## config.mk

```make
export PLATFORM = sky130hd
export DESIGN_NAME = greedy_row_balancer_core
export DESIGN_NICKNAME = d
export VERILOG_FILES = /design/src/grb_pkg.sv /design/src/grb_ram.sv /design/src/grb_ctrl.sv /design/src/greedy_row_balancer_core.sv
export VERILOG_INCLUDE_DIRS = /design/src /design/src/src
export SDC_FILE = /design/constraint.sdc
export NUM_CORES = 1
export LEC_CHECK = 0
export ABC_AREA = 1
export ABC_CLOCK_PERIOD_IN_PS = 12550
export BUFFER_PORTS_ARGS = -buffer_cell sky130_fd_sc_hd__buf_4
export CAP_MARGIN = 25
export CORE_MARGIN = 2
export CORE_UTILIZATION = 60
export DETAILED_ROUTE_END_ITERATION = 10
export PLACE_DENSITY_LB_ADDON = 0.1
export SKIP_CTS_REPAIR_TIMING = 1
export SLEW_MARGIN = 20
export SYNTH_ARGS = -nofsm -noshare
export SYNTH_HDL_FRONTEND = slang
export SYNTH_HIERARCHICAL = 1
export SYNTH_SLANG_ARGS = --single-unit
```

## constraint.sdc

```tcl
create_clock -name clk -period 12.55 [get_ports clk]
set_input_delay 1.8825 -clock clk [delete_from_list [all_inputs] [get_ports clk]]
set_output_delay 1.8825 -clock clk [all_outputs]
set_load 0.05 [all_outputs]
```

## src/assert_macros.svh

```systemverilog
// Assertion macros for the row balancer RTL, included by grb_ctrl.
// Each macro expects signals named clk and rst in the enclosing scope.
`ifndef ASSERT_MACROS_SVH
`define ASSERT_MACROS_SVH

// Same-cycle implication, checked outside reset
`define GRB_ASSERT_NOW(label, ante, cons, msg) \
  label: assert property (@(posedge clk) disable iff (rst) (ante) |-> (cons)) \
    else $error(msg);

// Next-cycle implication, checked outside reset
`define GRB_ASSERT_NEXT(label, ante, cons, msg) \
  label: assert property (@(posedge clk) disable iff (rst) (ante) |=> (cons)) \
    else $error(msg);

`endif

```

## src/grb_pkg.sv

```systemverilog
// Shared constants and types of the greedy row balancer.
// No dependencies; imported by grb_ctrl, the top level and the testbench.
`default_nettype none

package grb_pkg;

  // Parameter defaults
  localparam int MAX_ROWS_DEF       = 16;
  localparam int MAX_ITEMS_DEF      = 128;
  localparam int ROW_WIDTH_BITS_DEF = 16;

  // Fixed field widths
  localparam int ITEM_W    = 12;
  localparam int ROWCNT_W  = 5;
  localparam int PAD_W     = 8;
  localparam int CHOSEN_W  = 4;
  localparam int NUMBER_W  = 7;
  localparam int WIDEST_W  = 16;
  localparam int CFG_IDX_W = 1;
  localparam int CFG_DAT_W = 8;

  // Configuration register indexes
  localparam logic [CFG_IDX_W-1:0] CFG_ROW_COUNT  = 1'd0;
  localparam logic [CFG_IDX_W-1:0] CFG_PAD_AMOUNT = 1'd1;

  // Reset values of configuration registers
  localparam logic [ROWCNT_W-1:0] ROW_COUNT_RST  = 5'd1;
  localparam logic [PAD_W-1:0]    PAD_AMOUNT_RST = 8'd4;

  // One result item
  typedef struct packed {
    logic                set_done;
    logic [WIDEST_W-1:0] widest_row;
    logic [NUMBER_W-1:0] item_number;
    logic [CHOSEN_W-1:0] chosen_row;
  } result_t;

endpackage

`default_nettype wire

```

## src/grb_ram.sv

```systemverilog
// Generic simple dual-port RAM: one write port, one registered read port.
// No dependencies.
`default_nettype none

module grb_ram #(
  parameter int WIDTH = 16,
  parameter int DEPTH = 16
) (
  input  wire logic                                      clk,
  input  wire logic                                      we,
  input  wire logic [((DEPTH > 1) ? $clog2(DEPTH) : 1)-1:0] waddr,
  input  wire logic [WIDTH-1:0]                          wdata,
  input  wire logic                                      re,
  input  wire logic [((DEPTH > 1) ? $clog2(DEPTH) : 1)-1:0] raddr,
  output logic      [WIDTH-1:0]                          rdata
);

  logic [WIDTH-1:0] mem [0:DEPTH-1];

  // Write and registered read
  always_ff @(posedge clk) begin
    if (we) begin
      mem[waddr] <= wdata;
    end
    if (re) begin
      rdata <= mem[raddr];
    end
  end

endmodule

`default_nettype wire

```

## src/grb_ctrl.sv

```systemverilog
// Sequencer of the row balancer: set-start sweep, minimum scan over the row
// memory, saturating write-back and result build. Uses grb_pkg, grb_ram and assert_macros.svh.
`default_nettype none
`include "assert_macros.svh"

module grb_ctrl #(
  parameter int MAX_ROWS       = 16,
  parameter int MAX_ITEMS      = 128,
  parameter int ROW_WIDTH_BITS = 16
) (
  input  wire logic                            clk,
  input  wire logic                            rst,
  input  wire logic                            start,
  output logic                                 idle,
  input  wire logic [grb_pkg::ITEM_W-1:0]      item_width,
  input  wire logic                            first_item,
  input  wire logic                            last_item,
  input  wire logic [grb_pkg::ROWCNT_W-1:0]    row_count,
  input  wire logic [grb_pkg::PAD_W-1:0]       pad_amount,
  output logic                                 res_valid,
  input  wire logic                            res_ready,
  output grb_pkg::result_t                     res
);
  import grb_pkg::*;

  localparam int RIDX_W = (MAX_ROWS > 1) ? $clog2(MAX_ROWS) : 1;
  localparam int CNT_W  = $clog2(MAX_ROWS + 1);
  localparam int ICNT_W = (MAX_ITEMS > 1) ? $clog2(MAX_ITEMS) : 1;
  localparam int RW     = ROW_WIDTH_BITS;
  localparam int SUM_W  = RW + 14;
  localparam logic [RW-1:0] WMAX = {RW{1'b1}};

  typedef enum logic [2:0] {
    S_IDLE, S_SWEEP, S_SCAN, S_WRITE, S_RESULT
  } state_t;

  state_t              state;
  logic [CNT_W-1:0]    nrows;
  logic [ITEM_W-1:0]   width_q;
  logic                last_q;
  logic [PAD_W-1:0]    pad_q;
  logic [RIDX_W-1:0]   wa;
  logic [CNT_W-1:0]    ra;
  logic                rd_pend;
  logic [RIDX_W-1:0]   rd_idx;
  logic [RW-1:0]       best_val;
  logic [RIDX_W-1:0]   best_idx;
  logic [RW-1:0]       rmax;
  logic [ICNT_W-1:0]   icnt;

  logic                ram_we;
  logic [RIDX_W-1:0]   ram_waddr;
  logic [RW-1:0]       ram_wdata;
  logic                ram_re;
  logic [RW-1:0]       ram_rdata;
  logic [SUM_W-1:0]    sum;
  logic [RW-1:0]       new_val;
  logic [RW-1:0]       rmax_next;
  logic [31:0]         n_use;
  logic [31:0]         icnt_inc;
  logic [ICNT_W-1:0]   icnt_next;

  // Clamp the row count into 1..MAX_ROWS
  always_comb begin
    if (row_count == '0) begin
      n_use = 32'd1;
    end else if (32'(row_count) > MAX_ROWS) begin
      n_use = MAX_ROWS;
    end else begin
      n_use = 32'(row_count);
    end
  end

  // Saturating grow of the chosen row
  always_comb begin
    sum     = SUM_W'(best_val) + SUM_W'(width_q) + SUM_W'(pad_q);
    new_val = (sum > SUM_W'(WMAX)) ? WMAX : sum[RW-1:0];
    rmax_next = (new_val > rmax) ? new_val : rmax;
  end

  // Item counter advance with wrap and set end
  always_comb begin
    icnt_inc = 32'(icnt) + 32'd1;
    if (last_q || icnt_inc >= MAX_ITEMS) begin
      icnt_next = '0;
    end else begin
      icnt_next = icnt_inc[ICNT_W-1:0];
    end
  end

  // Memory port control
  always_comb begin
    ram_we    = (state == S_SWEEP) || (state == S_WRITE);
    ram_waddr = (state == S_SWEEP) ? wa : best_idx;
    ram_wdata = (state == S_SWEEP) ? RW'(pad_q) : new_val;
    ram_re    = (state == S_SCAN) && (ra < nrows);
  end

  grb_ram #(
    .WIDTH (RW),
    .DEPTH (MAX_ROWS)
  ) u_rows (
    .clk   (clk),
    .we    (ram_we),
    .waddr (ram_waddr),
    .wdata (ram_wdata),
    .re    (ram_re),
    .raddr (ra[RIDX_W-1:0]),
    .rdata (ram_rdata)
  );

  assign idle      = (state == S_IDLE);
  assign res_valid = (state == S_RESULT);

  // Sequencer and datapath registers
  always_ff @(posedge clk) begin
    if (rst) begin
      state   <= S_IDLE;
      rmax    <= '0;
      icnt    <= '0;
      rd_pend <= 1'b0;
    end else begin
      unique case (state)
        S_IDLE: begin
          if (start) begin
            nrows   <= CNT_W'(n_use);
            width_q <= item_width;
            last_q  <= last_item;
            pad_q   <= pad_amount;
            wa      <= '0;
            ra      <= '0;
            rd_pend <= 1'b0;
            if (first_item) begin
              rmax  <= RW'(pad_amount);
              icnt  <= '0;
              state <= S_SWEEP;
            end else begin
              state <= S_SCAN;
            end
          end
        end
        S_SWEEP: begin
          // Restart every row at the padding
          wa <= wa + RIDX_W'(1);
          if (wa == RIDX_W'(MAX_ROWS - 1)) begin
            state <= S_SCAN;
          end
        end
        S_SCAN: begin
          // Issue reads, then track the lowest row as data returns
          if (ra < nrows) begin
            ra <= ra + CNT_W'(1);
          end
          rd_pend <= (ra < nrows);
          rd_idx  <= ra[RIDX_W-1:0];
          if (rd_pend) begin
            if (rd_idx == '0 || ram_rdata < best_val) begin
              best_val <= ram_rdata;
              best_idx <= rd_idx;
            end
            if (CNT_W'(rd_idx) == nrows - CNT_W'(1)) begin
              state <= S_WRITE;
            end
          end
        end
        S_WRITE: begin
          // Write back the grown row and build the result
          rmax             <= rmax_next;
          icnt             <= icnt_next;
          res.chosen_row   <= CHOSEN_W'(32'(best_idx));
          res.item_number  <= NUMBER_W'(32'(icnt));
          res.widest_row   <= WIDEST_W'(32'(rmax_next));
          res.set_done     <= last_q;
          rd_pend          <= 1'b0;
          state            <= S_RESULT;
        end
        S_RESULT: begin
          if (res_ready) begin
            state <= S_IDLE;
          end
        end
        default: begin
          state <= S_IDLE;
        end
      endcase
    end
  end

  `GRB_ASSERT_NEXT(a_write_to_result, state == S_WRITE, state == S_RESULT,
    "write-back not followed by result")
  `GRB_ASSERT_NOW(a_best_in_range, state == S_WRITE, CNT_W'(best_idx) < nrows,
    "chosen row outside rows in use")
  `GRB_ASSERT_NEXT(a_max_covers_write, state == S_WRITE, rmax >= $past(new_val),
    "running maximum below written row")
  `GRB_ASSERT_NOW(a_read_only_scan, ram_re, state == S_SCAN && !ram_we,
    "row read outside scan")

endmodule

`default_nettype wire

```

## src/greedy_row_balancer_core.sv

```systemverilog
// Greedy row balancer, top level: configuration registers, sequencer and
// output register. Depends on grb_pkg, grb_ctrl and grb_ram.
//
// Usage:
//   Config channel (cfg_valid/cfg_ready, cfg_index, cfg_data) writes
//   row_count (index 0) and pad_amount (index 1); cfg_ready is always high.
//   Write only while no request is in flight.
//   Input requests arrive on s_t*: item width in s_tdata, first-of-set flag
//   in s_tuser, last-of-set flag in s_tlast. Each request gives one result
//   on m_t*: chosen row, item number and widest row in m_tdata, set end on
//   m_tlast.
//   Sequence: a request is taken while idle, then the row memory is scanned
//   at one read per row in use, followed by one write-back and a result
//   state. A request marking the first of a set first runs a sweep that
//   writes the padding into every row of the memory.
//   The output register lets the next request be taken while a result
//   waits; if the receiver stalls, the sequencer holds its finished result
//   and stops taking requests until the output register frees.
//   Reset clears the sequencer, running maximum and item counter and loads
//   row_count = 1, pad_amount = 4. The row memory is not cleared; it is
//   filled on the first request of a set.
`default_nettype none

module greedy_row_balancer_core #(
  parameter int MAX_ROWS       = grb_pkg::MAX_ROWS_DEF,
  parameter int MAX_ITEMS      = grb_pkg::MAX_ITEMS_DEF,
  parameter int ROW_WIDTH_BITS = grb_pkg::ROW_WIDTH_BITS_DEF
) (
  input  wire logic                           clk,
  input  wire logic                           rst,
  // Configuration write channel
  input  wire logic                           cfg_valid,
  output logic                                cfg_ready,
  input  wire logic [grb_pkg::CFG_IDX_W-1:0]  cfg_index,
  input  wire logic [grb_pkg::CFG_DAT_W-1:0]  cfg_data,
  // Input stream
  input  wire logic                           s_tvalid,
  output logic                                s_tready,
  input  wire logic [15:0]                    s_tdata,  // [11:0] item_width, [15:12] zero
  input  wire logic                           s_tuser,  // [0] first_item
  input  wire logic                           s_tlast,  // last_item
  // Output stream
  output logic                                m_tvalid,
  input  wire logic                           m_tready,
  output logic      [31:0]                    m_tdata,  // [3:0] chosen_row,
                                                        // [10:4] item_number,
                                                        // [26:11] widest_row,
                                                        // [31:27] zero
  output logic                                m_tlast   // set_done
);
  import grb_pkg::*;

  logic [ROWCNT_W-1:0] row_count;
  logic [PAD_W-1:0]    pad_amount;
  logic                start;
  logic                idle;
  logic                res_valid;
  logic                res_ready;
  result_t             res;
  result_t             out_q;

  assign cfg_ready = 1'b1;

  // Configuration registers
  always_ff @(posedge clk) begin
    if (rst) begin
      row_count  <= ROW_COUNT_RST;
      pad_amount <= PAD_AMOUNT_RST;
    end else if (cfg_valid) begin
      unique case (cfg_index)
        CFG_ROW_COUNT:  row_count  <= cfg_data[ROWCNT_W-1:0];
        CFG_PAD_AMOUNT: pad_amount <= cfg_data[PAD_W-1:0];
        default: begin
        end
      endcase
    end
  end

  assign s_tready  = idle;
  assign start     = s_tvalid && idle;
  assign res_ready = !m_tvalid || m_tready;

  grb_ctrl #(
    .MAX_ROWS       (MAX_ROWS),
    .MAX_ITEMS      (MAX_ITEMS),
    .ROW_WIDTH_BITS (ROW_WIDTH_BITS)
  ) u_ctrl (
    .clk        (clk),
    .rst        (rst),
    .start      (start),
    .idle       (idle),
    .item_width (s_tdata[ITEM_W-1:0]),
    .first_item (s_tuser),
    .last_item  (s_tlast),
    .row_count  (row_count),
    .pad_amount (pad_amount),
    .res_valid  (res_valid),
    .res_ready  (res_ready),
    .res        (res)
  );

  // Output register: load a finished result, drop it once taken
  always_ff @(posedge clk) begin
    if (rst) begin
      m_tvalid <= 1'b0;
    end else if (res_valid && res_ready) begin
      m_tvalid <= 1'b1;
    end else if (m_tready) begin
      m_tvalid <= 1'b0;
    end
  end

  always_ff @(posedge clk) begin
    if (res_valid && res_ready) begin
      out_q <= res;
    end
  end

  assign m_tdata = {5'd0, out_q.widest_row, out_q.item_number, out_q.chosen_row};
  assign m_tlast = out_q.set_done;

endmodule

`default_nettype wire

```

After elaboration in Yosys (flattened, before gate mapping)
Memory sizes are Yosys's and may differ from the RTL's. A register that Yosys moved wholly into a read port is not among the register bits.
Index checks and enable logic that the tools add are counted.
{ "classes": {"addsub": 6, "mul": 0, "n_div": 0, "magnitude_cmp": 6, "n_eq_ne": 13, "n_shift": 0, "n_mux": 30, "bitwise": 2, "n_reduce_logical": 28} }
{ "op_table": {"columns": ["cell", "count"], "rows": [
  ["2-to-1 mux 16 bit", 5],
  ["greater-or-equal comparator 32 x 8 -> 1 bit, second input constant", 1],
  ["one-hot mux 16 bit (2 select lines)", 1],
  ["adder 30 x 8 -> 30 bit", 1],
  ["> comparator 30 x 16 -> 1 bit, second input constant", 1],
  ["2-to-1 mux 7 bit", 3],
  ["adder 16 x 12 -> 17 bit", 1],
  ["> comparator 16 bit", 1],
  ["less-than comparator 16 bit", 1],
  ["2-to-1 mux 3 bit", 5],
  ["2-to-1 mux 5 bit", 3],
  ["one-hot mux 3 bit (5 select lines)", 1],
  ["one-hot mux 7 bit (2 select lines)", 1],
  ["inequality test 2 bit, second input constant", 5],
  ["one-hot mux 5 bit (2 select lines)", 1],
  ["AND reduction 2 bit", 5],
  ["AND reduction 3 bit", 3],
  ["adder 7 x 1 -> 8 bit, second input constant", 1],
  ["2-to-1 mux 4 bit", 2],
  ["one-hot mux 4 bit (2 select lines)", 1],
  ["AND reduction 4 bit", 2],
  ["nonzero test 2 bit", 4],
  ["== test 3 x 2 -> 1 bit, second input constant", 2],
  ["adder 5 x 1 -> 5 bit, second input constant", 1],
  ["other kinds (22)", 33]
]} }
{ "totals": {"register_bits": 156, "latch_bits": 0, "ramBits": 256, "romBits": 0, "input_bits": 32, "output_inout_bits": 36, "memories": 1} }
{ "memory_table": {"columns": ["memory", "depth", "width", "rd", "rd_clocked_by_memory_dff", "write_ports", "line_no", "text"], "rows": [
  ["u_ctrl.u_rows.mem", 16, 16, 1, 1, 1, "grb_ram.sv:18", "logic [WIDTH-1:0] mem [0:DEPTH-1];"]
]} }

Longest topological paths before layout
Gate-level depths: netlist of the first run.
{ "logic_depth": {"ltp_word": 7, "mapped_depth": 32, "depth_no_buf": 31} }

Hierarchy
The synthesis of the first run kept the hierarchy.
{ "by_module_without_submodules": {"columns": ["mod", "n_inst", "cells_per_inst", "area_per_inst_um2"], "rows": [
  ["grb_ram", 1, 1074, 11541.1],
  ["grb_ctrl", 1, 843, 7108.1],
  ["greedy_row_balancer_core", 1, 112, 1461.4]
]} }

Least setup slack after synthesis of the first run
OpenSTA, ideal clock, no wires.
{ "synth_path": {"kind": "input to register", "start": "in s_tvalid", "end": "reg u_ctrl.wa[0], enable pin", "setup_time_ns": 0.338, "arrival_ns": 4.316, "required_time_ns": 12.212, "setup_slack_ns": 7.897, "stages": 5, "path_buffers": 0, "path_cell_list": "nand2_1 -> inv_1 -> inv_1 -> nor3_1 -> o21bai_1"} }
{ "synth_between": {"elab_chain_cells": 3} }
{ "synth_lines": {"columns": ["element", "line_no", "text"], "rows": [
  ["from (decl)", "greedy_row_balancer_core.sv:37", "input wire logic s_tvalid,"],
  ["logical AND 1 bit", "greedy_row_balancer_core.sv:80", "assign start = s_tvalid && idle;"],
  ["named net start", "greedy_row_balancer_core.sv:55", "logic start;"],
  ["inequality test 2 bit (no source line)", null, null],
  ["AND reduction 3 bit (no source line)", null, null],
  ["to (signal assigned)", "grb_ctrl.sv:144", "wa <= wa + RIDX_W'(1);"],
  ["to (decl)", "grb_ctrl.sv:42", "logic [RIDX_W-1:0] wa;"]
]} }
The timed path passes the listed nets, and every way through them passes these cells.
A chain may end at the register's enable or synchronous reset.

Worst setup path after layout of the first run
{ "layout_path": {"start": "reg u_ctrl.width_q[0]", "end": "reg, netlist name u_ctrl/res[26]"} }
{ "layout_between": {"elab_chain_cells": 6} }
{ "layout_lines": {"columns": ["element", "line_no", "text"], "rows": [
  ["from (decl)", "grb_ctrl.sv:39", "logic [ITEM_W-1:0] width_q;"],
  ["from (signal assigned)", "grb_ctrl.sv:127", "width_q <= item_width;"],
  ["adder 16 x 12 -> 17 bit (*)", "grb_ctrl.sv:76", "sum = SUM_W'(best_val) + SUM_W'(width_q) + SUM_W'(pad_q);"],
  ["adder 30 x 8 -> 30 bit (*)", "grb_ctrl.sv:76", null],
  ["> comparator 30 x 16 -> 1 bit", "grb_ctrl.sv:77", "new_val = (sum > SUM_W'(WMAX)) ? WMAX : sum[RW-1:0];"],
  ["2-to-1 mux 16 bit (*)", "grb_ctrl.sv:77", null],
  ["> comparator 16 bit", "grb_ctrl.sv:78", "rmax_next = (new_val > rmax) ? new_val : rmax;"],
  ["2-to-1 mux 16 bit (*)", "grb_ctrl.sv:78", null],
  ["named net u_ctrl.rmax_next[15]", "grb_ctrl.sv:58", "logic [RW-1:0] rmax_next;"]
]} }
The timed path passes the listed nets; every way through them passes the cells marked *.

==> results of run 1 <==
final cells by class:
type / instances / area [µm²] / area share
inverter: 345 / 1300 / 0.0577
tap: 448 / 561 / 0.0248
clock buffer: 50 / 1140 / 0.0507
multi-input combinational: 1186 / 5980 / 0.265
timing repair buffer: 98 / 783 / 0.0347
clock inverter: 31 / 354 / 0.0157
sequential: 428 / 12400 / 0.551
registers in the layout, summed over array words and instances, names as in the netlist, 7 cells and up:
register,flops
u_ctrl/u_rows/mem,256
u_ctrl/res,28
m_tdata,27
u_ctrl/best_val,16
u_ctrl/rmax,16
u_ctrl/u_rows/rdata,16
u_ctrl/width_q,12
pad_amount,8
u_ctrl/pad_q,8
u_ctrl/icnt,7
critical path: cells and delay by family, from the launching register on:
family	cells	cell delay [ns]
and+or+nand+nor	18	2.13
adders and majority gates	4	1.32
buffers and inverters	3	1.00
xor gates and xnor gates	2	0.77
DFF	1	0.35
AOI/OAI and AO/OA	1	0.21
power groups by stage:
stage	clock network, mW	logic, mW	registers (mW)
floorplan	0	0.835	1.92
global placement	0	1.18	1.92
detailed placement	0	1.21	1.93
CTS	1.38	1.22	1.90
global route	1.42	1.39	1.90
finish	1.35	1.24	1.89
cell usage in the layout, fill, tap and decap left out, types with 5 or more instances in the layout:
cell / synthesis / layout
clkinv_2: 0 / 6
conb_1: 2 / 6
buf_4: 25 / 95
nand4_1: 11 / 11
clkbuf_16: 0 / 45
inv_1: 340 / 340
a31oi_1: 8 / 6
a21oi_1: 57 / 54
bufinv_16: 0 / 8
nand2_2: 14 / 14
xnor2_1: 11 / 11
nor3_1: 7 / 6
nand2_1: 562 / 562
dfxtp_1: 41 / 41
o21ai_0: 18 / 18
nand3_1: 265 / 265
nor2_1: 92 / 91
o21ai_2: 5 / 5
clkbuf_1: 20 / 5
ha_1: 62 / 62
xor2_1: 18 / 18
and2_1: 5 / 5
nand2_4: 7 / 7
clkinv_1: 1 / 14
edfxtp_1: 387 / 387
routing by layer:
layer	track usage	wire, µm	share of wire	vias to the layer above
li1	-	-	-	6782
met1	0.347	19100	0.43	6440
met2	0.443	21800	0.49	422
met3	0.0411	2780	0.062	92
met4	0.0846	1110	0.025	0
met5	0	0	0	-
how the worst max path moves through the flow:
stage	from	endpoint	slack (ns)	depth (start not counted)
6_report	u_ctrl/width_q[0]$_DFFE_PP_	u_ctrl/res[26]$_DFFE_PP_	6.49	28
5_1_grt	u_ctrl/width_q[0]$_DFFE_PP_	u_ctrl/res[26]$_DFFE_PP_	5.94	29
4_1_cts	u_ctrl/width_q[0]$_DFFE_PP_	u_ctrl/res[26]$_DFFE_PP_	6.58	29
3_5_place_dp	u_ctrl/best_val[0]$_DFFE_PP_	u_ctrl/res[26]$_DFFE_PP_	6.63	29
3_3_place_gp	u_ctrl/width_q[0]$_DFFE_PP_	u_ctrl/res[26]$_DFFE_PP_	6.68	29
2_1_floorplan	s_tvalid	u_ctrl/wa[0]$_SDFFCE_PN0P_	7.90	5
logic make-up after synthesis:
| logic type | after synthesis |
|---|---|
| and+or+nand+nor | 978 |
| DFF | 428 |
| buffers and inverters | 419 |
| AOI/OAI and AO/OA | 109 |
| adders and majority gates | 64 |
| xor gates and xnor gates | 29 |
| other | 2 |
metrics by stage:
stage,power [mW],hold slack [ns],cells,area (µm²)
floorplan,2.75,0.400,2033,20100
global placement,3.10,0.401,2500,21000
detailed placement,3.14,0.405,2503,21000
CTS,4.50,0.420,2584,22500
global route,4.72,0.421,2586,22600
finish,4.49,0.418,2586,22600
==> flow_summary.ini, run 1 <==
[status]
outcome = completed

[critical_path]
crit_path_end_kind = register
timing.rr.start = u_ctrl/width_q[0]$_DFFE_PP_
cp.arrival_ns = 6.36
ff2ff_setup_slack_ns = 6.49
required_ns = 12.85
cp_max_fo = 23
slowest_delay_ns = 0.78
start_kind = register
timing.rr.end = u_ctrl/res[26]$_DFFE_PP_
cp_slowest_cell = inv_1
reg2reg_depth = 28
path_common_cell = nand2_1
critical_path_class = reg2reg

[synth]
yosysWarnings = 6
yosys.area_share.adder = 0.0406
synthMuxAreaShare = 0
ys_ff_latch = 428
synth_xor_area_frac = 0.0126
netlist_area_um2 = 20100
synth-simple-area-share = 0.209
synthTopCellsByArea = edfxtp_1 58%, nand2_1 10%, nand3_1 6.6%
synth_ff_type = edfxtp_1
synth_top_family_by_area = simple AND/OR/NAND/NOR gates
yosys-top-cells-count = 562 x nand2_1, 387 x edfxtp_1, 340 x inv_1
synth_top_area_frac = 0.578
synthCells = 2029
synth_largest_area_cell = edfxtp_1
synth_most_common_cell = nand2_1
yosysSeqAreaShare = 0.619
synth.avg_cell_area_um2 = 9.91
ys_types = 45
synth_edf_count = 387
synth_compound_area_frac = 0.0315
synthArstFlopShare = 0

[sta]
setup_tns_ns = 0
period_minus_slack_ns = 6.06
finalMaxSlewViolations = 0
setup_viol = 0
rsz0062_at_grt = no
max_freq_mhz = 165
relSlewSlack = 0.391
worst_slack_ns = 6.49
clock_skew_ns = 0.00940
finalHoldViolCount = 0
worst_pin_slew_ns = 0.908
finalCritPeriodShare = 0.483

[die]
core_area_um2 = 33300
die-width_um = 187
fp-row-count = 67
die_area_um2 = 35000
die_y_um = 187
ios = 68
start_util = 0.604

[global_routing]
grt_pass1_wl_um = 71000
grt_pass1_vias = 13400
grt_usage = 0.261
antenna_found_initial = 0
grt_max_degree = 101
overflow = 0

[min_path]
hold-path-endpoint = m_tdata[0]$_DFFE_PP_
worstHoldStart = u_ctrl/res[0]$_DFFE_PP_
hold_path.class = reg2reg
min_path_cells = 0

[power_and_ir_drop]
p_comb_frac = 0.277
p_switching_mw = 1.47
p_per_area_nw_per_um2 = 199
clockPowerShare = 0.302
seqPwrFrac = 0.421
internal-power_mw = 3.02
ir_worst_vdd_mv = 0.160
swShare = 0.328
leakagePower_nw = 9.71

[layout]
syn_to_final_growth_pct = 12.2
drive_above_1_share = 0.0973
fin_util = 0.678
fill_cells = 2544
diodes = 0
layout.nets = 2200

[clocking]
worstSkewPairLatency_ns = 0.55
root_buffer = clkbuf_16
numClockSinks = 428
path_clk_slew_ns = 0.06
numCtsBuffers = 45
cts_buffer_depth = 3
htreeDepth = 2
cts_tree = built

[place]
io_buffers = 57
post-place-ws_ns = 6.63
place.gp.congestion = 0.867
hpwl_um = 28300

[flow_run]
max_cap_violations = 0

[drt]
vias_per_cell = 5.31
num_vias = 13700
route.detailed.drc = 0
wl_per_cell_um = 17.3
totalWireLength_um = 44800
ant_nets = 0
drt-initial-drc-count = 1296
firstDrtPassIters = 5
Power figures use the tool's default switching activity.
==> run 2: changes to the inputs <==
--- a/config.mk
+++ b/config.mk
@@ -7,7 +7,7 @@
 export NUM_CORES = 1
 export LEC_CHECK = 0
 export ABC_AREA = 1
-export ABC_CLOCK_PERIOD_IN_PS = 12550
+export ABC_CLOCK_PERIOD_IN_PS = 6200
 export BUFFER_PORTS_ARGS = -buffer_cell sky130_fd_sc_hd__buf_4
 export CAP_MARGIN = 25
 export CORE_MARGIN = 2
==> constraint.sdc (replaced) <==
create_clock -name clk -period 6.2 [get_ports clk]
set_input_delay 0.93 -clock clk [delete_from_list [all_inputs] [get_ports clk]]
set_output_delay 0.93 -clock clk [all_outputs]
set_load 0.05 [all_outputs]
==> run 2 against run 1 <==
  * Flip-flop and latch count stayed put
  * Cell area down 0.57%
  * Global-route usage up 0.22 points
  * Sequential share of layout area rose by 0.31 points
  * Core utilization is 0.38 points lower
  * Clock-buffer cell count grew 12
  * Critical path depth is 1 higher
  * Final cell count is the same
  * Via count up 0.58%
  * Clock skew is 0.018 ns higher
  * Critical endpoint is now u_ctrl/res[23]$_DFFE_PP_
  * Largest power group unchanged
  * Highest routed layer is now met5
==> flow_summary.ini, run 2 (synthesis results as in run 1) <==
[flow_run]
max_cap_violations = 0

[critical_path]
required_ns = 6.52
cp_max_fo = 12
path_common_cell = nand2_1
slowest_delay_ns = 0.41
start_kind = register
critical_path_class = reg2reg
crit_path_end_kind = register
cp_slowest_cell = fa_1
cp.arrival_ns = 5.52

[sta]
setup_viol = 0
period_minus_slack_ns = 5.20
hold_ws_ns = 0.418
max_freq_mhz = 192
clock_skew_ns = 0.0274
worst_pin_slew_ns = 1.08
finalCritPeriodShare = 0.839
finalMaxSlewViolations = 0
rsz0062_at_grt = no
setup_tns_ns = 0
worst_slack_ns = 0.996
relSlewSlack = 0.277
finalHoldViolCount = 0

[drt]
wl_met3_um = 2610
num_vias = 13800
met2_length_um = 22500
ant_nets = 0
vias_per_cell = 5.34
highest_layer = met5
route.detailed.drc = 0
firstDrtPassIters = 5
totalWireLength_um = 45100
drt-initial-drc-count = 1225
m1WireLength_um = 18900
wl_per_cell_um = 17.4

[die]
core_area_um2 = 33300
die_area_um2 = 35000
ios = 68
die_y_um = 187
die-width_um = 187
start_util = 0.604
fp-row-count = 67

[status]
outcome = completed

[place]
hpwl_um = 28200
post_dp_cell_area_um2 = 21000
io_buffers = 57
post-place-ws_ns = 1.10
placed_cells = 2505
place.gp.congestion = 0.860

[clocking]
numClockSinks = 428
path_clk_slew_ns = 0.06
numCtsBuffers = 44
worstSkewPairLatency_ns = 0.59
htreeDepth = 2
cts_tree = built
cts_buffer_depth = 3
root_buffer = clkbuf_16

[layout]
syn_to_final_growth_pct = 11.6
layout_common_cells = 562 x nand2_1, 387 x edfxtp_1, 340 x inv_1
drive_above_1_share = 0.0954
fill_cells = 2510
multi_input_area_um2 = 5980
layout_commonest_cell = nand2_1
fin_area_um2 = 22400
stdcell_count = 2586
layout.nets = 2202
regArea_um2 = 12400
largest_reg_flops = 256
diodes = 0
top_register = u_ctrl/u_rows/mem

[global_routing]
grt_usage = 0.263
grt_pass1_vias = 13200
antenna_found_initial = 1
grt_pass1_wl_um = 70900
grt_max_degree = 95
overflow = 0

[power_and_ir_drop]
ir_worst_vdd_mv = 0.283
p_per_area_nw_per_um2 = 396
leakagePower_nw = 9.64

[min_path]
hold_path.class = reg2reg
==> run 2: changes by cell type in the layout (fill, tap and decap cells not counted), sizes merged <==
cell / change
clkinvlp: -1
buf: +3
clkbuf: +12
bufinv: -5
clkinv: -7
inv: -2
==> run 2: worst max-delay path: cells and delay by family, from the launching register on <==
kind / cells / cell delay, ns
AO/OA/AOI/OAI: 1 / 0.09
XOR/XNOR: 2 / 0.49
adder cells (fa/ha/maj): 4 / 1.21
buffers and inverters: 5 / 0.92
flip-flops: 1 / 0.35
AND/OR/NAND/NOR: 17 / 1.89
==> run 2: power breakdown <==
part           switching, mW  internal (mW)  total, mW
Combinational           1.81          0.694       2.50
Clock                   1.08           1.47       2.55
Sequential            0.0926           3.74       3.83
==> run 2: area by class of cell <==
class	count	area share
clock buffers	62	0.0530
clock inverters	16	0.00864
inverters	345	0.0580
multi-input cells	1186	0.267
flip-flops and latches	428	0.555
repair buffers	101	0.0342
well taps	448	0.0250
==> run 2: routing by layer <==
layer	GRT usage	up-vias
li1	-	6782
met1	0.344	6510
met2	0.453	441
met3	0.0366	80
met4	0.0919	2
met5	0	-
==> run 2: path summary, 6_finish.rpt <==
path                            cells past startpoint                         from  slack (ns)                       end
worst max register to register                     29  u_ctrl/width_q[0]$_DFFE_PP_         1.0  u_ctrl/res[23]$_DFFE_PP_
worst max-delay path                               29  u_ctrl/width_q[0]$_DFFE_PP_         1.0  u_ctrl/res[23]$_DFFE_PP_
worst min register to register                      0      u_ctrl/res[4]$_DFFE_PP_        0.42      m_tdata[4]$_DFFE_PP_
worst min-delay path                                0      u_ctrl/res[4]$_DFFE_PP_        0.42      m_tdata[4]$_DFFE_PP_
==> run 2: per-stage QoR <==
| step | power, mW | utilization |
|---|---|---|
| final | 8.88 | 0.674 |
| after global routing | 9.34 | 0.674 |
| after CTS | 8.91 | 0.673 |
| after detailed placement | 6.35 | 0.631 |
| after global placement | 6.29 | 0.631 |
| after floorplan | 5.57 | - |
